==> src/rtl/core/pcid_pkg.sv <==
// Shared types and constants of the peer connection-ID table.
// Depends on nothing; used by every module in rtl/core.
`timescale 1ns / 1ps
package pcid_pkg;
  localparam int unsigned TableSlots  = 4;
  localparam int unsigned CidMaxBytes = 20;
  localparam logic [19:0] RotLimitRst = 20'd5000;
  localparam logic [19:0] CntMax      = 20'hFFFFF;

  localparam logic [2:0] ActNewId   = 3'd0;
  localparam logic [2:0] ActGet     = 3'd1;
  localparam logic [2:0] ActSetId   = 3'd2;
  localparam logic [2:0] ActSetTok  = 3'd3;
  localparam logic [2:0] ActPktSent = 3'd4;
  localparam logic [2:0] ActClose   = 3'd5;

  localparam logic [2:0] KindRetire    = 3'd0;
  localparam logic [2:0] KindTokRetire = 3'd1;
  localparam logic [2:0] KindTokAdd    = 3'd2;
  localparam logic [2:0] KindTokRemove = 3'd3;
  localparam logic [2:0] KindActive    = 3'd4;
  localparam logic [2:0] KindStatus    = 3'd5;

  localparam logic [2:0] StOk       = 3'd0;
  localparam logic [2:0] StIdConf   = 3'd1;
  localparam logic [2:0] StTokConf  = 3'd2;
  localparam logic [2:0] StIdLimit  = 3'd3;
  localparam logic [2:0] StNotFirst = 3'd4;

  typedef struct packed {
    logic [61:0]  seq;
    logic [4:0]   len;
    logic [63:0]  w0;
    logic [63:0]  w1;
    logic [31:0]  w2;
    logic [63:0]  th;
    logic [63:0]  tl;
  } entry_t;

  // Cell control: shift toward front, insert at position, shift back.
  typedef struct packed {
    logic   pop;
    logic   ins;
    logic   [4:0] ins_pos;
    entry_t ins_data;
  } cell_ctrl_t;

  // Keep the first k bytes of a 64-bit word, byte 0 on top.
  function automatic logic [63:0] keep64(logic [63:0] w, logic [4:0] k);
    logic [63:0] m;
    m = '1;
    if (k >= 5'd8) return w;
    m = m << {k[2:0] == 3'd0 ? 7'd64 : 7'(8 * (8 - k[2:0]))};
    if (k == 5'd0) return '0;
    return w & m;
  endfunction

  function automatic logic [31:0] keep32(logic [31:0] w, logic [4:0] k);
    logic [31:0] m;
    m = '1;
    if (k >= 5'd4) return w;
    if (k == 5'd0) return '0;
    m = m << (6'(8 * (4 - k[2:0])));
    return w & m;
  endfunction
endpackage

==> src/rtl/core/pcid_cell.sv <==
// One slot of the sorted table: holds an entry and its valid flag.
// Depends on pcid_pkg; chained by pcid_chain.
`timescale 1ns / 1ps
module pcid_cell #(
  parameter int unsigned Index = 0
) (
  input  logic               clk_i,
  input  logic               rst_ni,
  input  pcid_pkg::cell_ctrl_t ctrl_i,
  input  pcid_pkg::entry_t   prev_i,
  input  logic               prev_vld_i,
  input  pcid_pkg::entry_t   next_i,
  input  logic               next_vld_i,
  output pcid_pkg::entry_t   ent_o,
  output logic               vld_o
);
  pcid_pkg::entry_t ent_q, ent_d;
  logic vld_q, vld_d;

  always_comb begin
    ent_d = ent_q;
    vld_d = vld_q;
    if (ctrl_i.pop) begin
      ent_d = next_i;
      vld_d = next_vld_i;
    end else if (ctrl_i.ins) begin
      if (5'(Index) == ctrl_i.ins_pos) begin
        ent_d = ctrl_i.ins_data;
        vld_d = 1'b1;
      end else if (5'(Index) > ctrl_i.ins_pos) begin
        ent_d = prev_i;
        vld_d = prev_vld_i;
      end
    end
  end

  always_ff @(posedge clk_i or negedge rst_ni) begin
    if (!rst_ni) begin
      vld_q <= 1'b0;
    end else begin
      vld_q <= vld_d;
    end
  end

  always_ff @(posedge clk_i) begin
    ent_q <= ent_d;
  end

  assign ent_o = ent_q;
  assign vld_o = vld_q;
endmodule

==> src/rtl/core/pcid_chain.sv <==
// Row of table cells; entries move one slot per pop or insert.
// Depends on pcid_pkg and pcid_cell.
`timescale 1ns / 1ps
module pcid_chain #(
  parameter int unsigned Slots = pcid_pkg::TableSlots
) (
  input  logic                 clk_i,
  input  logic                 rst_ni,
  input  pcid_pkg::cell_ctrl_t ctrl_i,
  output pcid_pkg::entry_t     ent_o [Slots],
  output logic [Slots-1:0]     vld_o
);
  pcid_pkg::entry_t ents [Slots];
  logic [Slots-1:0] vlds;

  for (genvar g = 0; g < Slots; g++) begin : g_cell
    pcid_pkg::entry_t pv, nx;
    logic pvv, nxv;
    if (g == 0) begin : g_first
      assign pv = '0;
      assign pvv = 1'b0;
    end else begin : g_mid
      assign pv = ents[g-1];
      assign pvv = vlds[g-1];
    end
    if (g == Slots - 1) begin : g_last
      assign nx = '0;
      assign nxv = 1'b0;
    end else begin : g_nl
      assign nx = ents[g+1];
      assign nxv = vlds[g+1];
    end
    pcid_cell #(.Index(g)) u_cell (
      .clk_i, .rst_ni, .ctrl_i,
      .prev_i(pv), .prev_vld_i(pvv), .next_i(nx), .next_vld_i(nxv),
      .ent_o(ents[g]), .vld_o(vlds[g])
    );
  end

  assign ent_o = ents;
  assign vld_o = vlds;
endmodule

==> config.mk <==
export PLATFORM = sky130hd
export DESIGN_NAME = pcid_chain
export DESIGN_NICKNAME = d
export VERILOG_FILES = /design/src/rtl/core/pcid_pkg.sv /design/src/rtl/core/pcid_cell.sv /design/src/rtl/core/pcid_chain.sv
export SDC_FILE = /design/constraint.sdc
export NUM_CORES = 2
export LEC_CHECK = 0
export ABC_AREA = 0
export BUFFER_PORTS_ARGS = -buffer_cell sky130_fd_sc_hd__buf_2
export CAP_MARGIN = 20
export CORE_AREA = 10 10 695 697
export CTS_CLUSTER_DIAMETER = 200
export DETAILED_ROUTE_END_ITERATION = 10
export DIE_AREA = 0 0 705 707
export PLACE_DENSITY_LB_ADDON = 0.3
export SYNTH_ARGS = -nofsm -noshare
export SYNTH_HDL_FRONTEND = slang
export SYNTH_SLANG_ARGS = --single-unit
==> constraint.sdc <==
create_clock -name clk_i -period 1.7 [get_ports clk_i]
set_input_delay 0.085 -clock clk_i [delete_from_list [all_inputs] [get_ports clk_i]]
set_output_delay 0.085 -clock clk_i [all_outputs]
set_load 0.005 [all_outputs]
==> Word-level counts from Yosys, hierarchy flattened <==
Cells that the tools add are included.
W data, S select, Z words.
{ "classes": {"addsub": 0, "n_mul": 0, "div": 0, "n_lt_le_gt_ge": 4, "eq_ne": 3, "n_shift": 0, "n_mux": 30, "bitwise": 0, "reduce_logical": 12} }
{ "ops": {"columns": ["cell", "n"], "rows": [
  ["$mux W355", 14],
  ["$mux W1", 16],
  ["$reduce_bool A3 Y1", 4],
  ["$eq A2 B5 Y1 const A", 2],
  ["$gt A1 B5 Y1 const A", 2],
  ["$gt A2 B5 Y1 const A", 2],
  ["$reduce_and A2 Y1", 5],
  ["$eq A1 B5 Y1 const A", 1],
  ["$logic_not A5 Y1", 1],
  ["$reduce_bool A2 Y1", 2]
]} }
{ "totals": {"reg_bits": 1424, "latch_bits": 0, "mem_bits_rw": 0, "rom_bits": 0, "inputBits": 364, "output_inout_bits": 1424, "wordCells": 81, "n_memories": 0} }

==> Longest topological paths before layout <==
{ "logic_depth": {"ltp_word": 5, "depth_mapped": 8, "ltp_nobuf": 3} }

==> Modules after synthesis <==
From an unflattened synthesis, not the netlist that was laid out.
{ "unflattened": {"hier_cells": 7736, "hier_area_um2": 78574.1} }
{ "modules_own_cells": {"columns": ["mod", "n_inst", "cells_per_inst", "area_per_inst_um2", "seq_area_each_um2"], "rows": [
  ["pcid_cell (g_cell[3].u_cell)", 1, 2022, 20009.2, 10685.2],
  ["pcid_cell (g_cell[1].u_cell)", 1, 2021, 19975.4, 10685.2],
  ["pcid_cell (g_cell[2].u_cell)", 1, 1668, 19459.9, 10685.2],
  ["pcid_cell (g_cell[0].u_cell)", 1, 2020, 19095.8, 10685.2],
  ["pcid_chain", 1, 5, 33.8, 0.0]
]} }

==> Worst setup path before layout <==
Ideal clock, no wire load.
{ "synth_timing": {"path_kind": "input to register", "start": "input ctrl_i[361] (netlist bit)", "end": "register g_cell[2].u_cell.ent_q (netlist bit g_cell[2].u_cell.ent_o[0]), enable pin", "setup_ps": 718, "t_arrival_ps": 8207, "required_ps": 982, "setup_slack_ps": -7225, "path_stages": 5, "path_buffers": 4, "path_cell_list": "buf_2 clkbuf_1 clkbuf_1 clkbuf_1 a21o_1"} }
{ "synth_via": {"elab_chain_cells": 2, "word_cells_on_any_way": 3, "classes_between": "reduce/logical (3)"} }
{ "synth_lines": {"columns": ["item", "line_no", "rtl"], "rows": [
  ["from (decl)", "pcid_chain.sv:9", "input pcid_pkg::cell_ctrl_t ctrl_i,"],
  ["$reduce_bool A3 Y1 (no source line) or $reduce_bool A2 Y1 (tied branches)", null, null],
  ["$reduce_and A2 Y1 (no source line) (*)", null, null],
  ["to (signal assigned)", "pcid_cell.sv:46", "ent_q <= ent_d;"],
  ["to (decl)", "pcid_cell.sv:17", "pcid_pkg::entry_t ent_q, ent_d;"]
]} }
Mark *: on every way between the ends. The rest lies on a longest branch, timed or not.
A chain may end at the register's enable or synchronous reset.

==> Final worst setup path <==
{ "layout_timing": {"start": "register g_cell[1].u_cell.ent_q (netlist bit g_cell[1].u_cell.ent_o[153])", "end": "output ent_o[863] (netlist bit)"} }
{ "layout_lines": {"columns": ["item", "line_no", "rtl"], "rows": [
  ["from (decl)", "pcid_cell.sv:17", null],
  ["from (signal assigned)", "pcid_cell.sv:46", null],
  ["to (decl)", "pcid_chain.sv:10", "output pcid_pkg::entry_t ent_o [Slots],"]
]} }
No word-level cell between the ends.

==> out/summary.txt <==
Count of cell types in the netlist: 32
Clk Latency, worst-skew pair: 0.89 ns
Worst Setup Path Type: reg2out
Longest Clk Path Bufs: 4
VDD IR max: 697.5 uV
Hold Path Sink: g_cell[0].u_cell.ent_o[268]
Syn Inst Count: 6899
Area delta synth->final: 51.63%
Final setup vio count: 8
Clock Skew: 0.02806 ns
Mapped cell area: 0.07001 mm^2
Routed Wire Length: 523.0 mm
CP Launch Type: flip-flop
Rows: 252
Failing checks: negative setup slack
Global-route wire length before repair: 687.5 mm
Routability cong.: 0.9250
Final nets: 9864
Reg2reg path depth: 3
Final Hold Vio Count: 0
Post-route design area: 0.1062 mm^2
CP Capture Type: output port
Most common cell on crit path: buf_12
Reg-to-reg endpoint: g_cell[0].u_cell.ent_o[64]
Slew headroom: 49.91%
Worst Path Max Fanout: 2
Hold depth: 3
FMAX: 579.5 MHz
Via-per-instance ratio: 4.696
MaxCap Viol Count: 0
Worst Hold Class: in2reg
Sequential element share of the synthesized area: 55.97%
Max stage delay cell, worst path: edfxtp_1
CTS clk-pin slew, worst paths: 0.06 ns
Die ar.: 0.4984 mm^2
Crit path buf inv count: 2
Worst path max stage delay: 0.43 ns
Clock sink total: 1424
Inserted Clock Buffers: 185
Synthesized Nets: 7263
Number of global-route vias before repair: 71190
Power per Cell Area: 970.9 mW/mm^2
DRT iter0 DRCs: 8371
Post-synth top flop: edfxtp_1
Tmin final: 1.726 ns
Number of synthesized flops with an enable pin: 1065
Fin cells: 15910
Tot Pwr: 103.1 mW
RSZ-0062 raised after global routing: yes
Critical-path cell list: buf_12, buf_12
Placed cell area: 0.09013 mm^2
CP required: 1.62 ns
Hpwl dp: 412.6 mm
Critical R2R Launch: g_cell[1].u_cell.ent_o[64]
CTS tree: built
Setup WS post-layout: -0.02574 ns
Worst path arrival time: 1.64 ns
DRC: 0
Initial Utilization: 14.92%
Hold_sp: ctrl_i[268]
First-pass iteration count of the detailed router: 6
Reg2reg setup slack: 0.11 ns
Core Region: 0.4692 mm^2
Initial antenna violation count: 65
Fraction of layout cells with a size suffix above 1: 32.67%
Placed cells: 14670
Clock root cell: clkbuf_16
WL/cell: 32.87 um
Dpl ws: -0.4628 ns
Fillers: 51230
Die height: 707 um
Crit path max-delay family: flip-flops
Synth warn: 0
Static leakage: 40.23 nW
I/O pin count: 1788
Largest net degree at the start of global routing: 117
Overflow after GRT: 0
Async S/R FF share, synth: 0.2809%
Detail Route Antenna Nets: 0
Die width: 705 um
Slew @ Worst Pin: 0.7513 ns
Via Count: 74710
Post-synthesis register bit count: 1424
All-Layer GR Usage: 19.68%
Max-slew violation count: 0
Mean Syn Cell Area: 10.15 um^2
H-tree depth: 4
Status: complete, but fails checks
Period utilization: 101.5%
Port bufs: 1787
state kept, by name, summed over array words and instances (netlist names):
| name | cells |
|---|---|
| g_cell.u_cell.vld_o | 4 |
| g_cell.u_cell.ent_o | 1420 |
per-layer routing:
metal | track usage (%) | vias to the layer above | wire, um
met2 | 31.57 | 3830 | 238300
met1 | 23.65 | 38220 | 204400
li1 | - | 31920 | -
met5 | 0 | - | 137
met4 | 11.35 | 22 | 36890
met3 | 5.420 | 716 | 43240
area by class of cell:
type / count / area (um^2) / area share, %
inverters: 1 / 11.26 / 0.01061
well taps: 6223 / 7786 / 7.335
clock buffers: 274 / 5418 / 5.104
clock inverters: 71 / 698.2 / 0.6577
flip-flops and latches: 1424 / 39210 / 36.93
multi-input cells: 4640 / 27350 / 25.76
repair buffers: 3248 / 25620 / 24.13
diodes: 27 / 67.56 / 0.06365
worst max-delay path by stage:
stage	start	cells past startpoint	endpoint
floorplan	ctrl_i[359]	5	g_cell[0].u_cell.ent_o[0]
CTS	g_cell[1].u_cell.ent_o[48]	2	ent_o[758]
finish	g_cell[1].u_cell.ent_o[153]	2	ent_o[863]
detailed placement	ctrl_i[359]	7	g_cell[2].u_cell.ent_o[228]
global route	g_cell[1].u_cell.ent_o[48]	2	ent_o[758]
global placement	ctrl_i[357]	7	g_cell[1].u_cell.ent_o[308]
cell usage after synthesis, types with 4 or more instances:
library cell / instances / area [um^2]
dfrtp_1: 4 / 100.1
a311oi_1: 8 / 70.07
nor2b_1: 710 / 4442
clkbuf_1: 689 / 2586
a31oi_1: 1057 / 6613
dfxtp_1: 355 / 7107
buf_2: 61 / 305.3
a21oi_1: 712 / 3563
buf_1: 35 / 131.4
edfxtp_1: 1065 / 31980
buf_6: 38 / 427.9
o21ai_0: 1065 / 5330
buf_4: 11 / 82.58
a211oi_1: 348 / 2613
nand3_1: 8 / 40.04
a22o_1: 355 / 3109
nor2_1: 356 / 1336
cell usage in the layout (no fill, tap or decap), types with 3 or more instances in the layout:
master and count:
buf_2 1374, dfxtp_1 341, bufinv_16 9, diode_2 27, buf_8 10, clkinv_2 20, buf_6 276, dlygate4sd3_1 398
dfrtp_1 4, clkbuf_8 39, a31oi_1 1057, inv_6 6, a21oi_1 712, clkinv_1 19, a22o_1 355, nand3_1 8
nor2_1 356, buf_4 985, o21ai_0 1065, buf_12 205, clkbuf_16 188, nand2_1 3, clkbuf_1 47, a311oi_1 8
clkinvlp_4 9, a211oi_1 348, dfxtp_2 13, edfxtp_1 1065, inv_16 3, clkinv_8 4, nor2b_1 710
report_power, final:
part,switching (mW),internal (mW)
sequential,2.47,40.3
clock,17.6,23.5
combinational,11.5,7.67
cell families (layout without fill, tap and decap cells):
| kind of cell | Yosys count | count (layout) | share of synthesized area, % |
|---|---|---|---|
| simple gates | 1090 | 1090 | 8.496 |
| compound gates | 3550 | 3550 | 30.48 |
| buf+inv | 835 | 3594 | 5.052 |
| other cells | 0 | 27 | 0 |
| flops | 1424 | 1424 | 55.97 |
metrics by stage:
stage | TNS (ns) | util [%] | hold WS (ns)
2_1_floorplan | -2137.21 | - | -0.2106
3_3_place_gp | -767.11 | 19.21 | -0.1007
3_5_place_dp | -784.92 | 19.21 | -0.1009
4_1_cts | -12.82 | 22.57 | 0.0002108
5_1_grt | -3.978 | 22.62 | 0.06737
6_report | -0.1107 | 22.63 | 0.1017
worst register-to-register path, cell delays in order (launching register included):
cell and delay (ns):
edfxtp_1 0.44, buf_4 0.17, a22o_1 0.21, dlygate4sd3_1 0.54
repair_timing:
item | 4_1_cts | 5_1_grt
resized for setup | 718 | 6
hold buffers | 397 | 2
setup endpoints to repair | 633 | 350
setup buffers | 450 | 18
hold endpoints to repair | 1436 | 3
(Power assumes the default switching activity.)
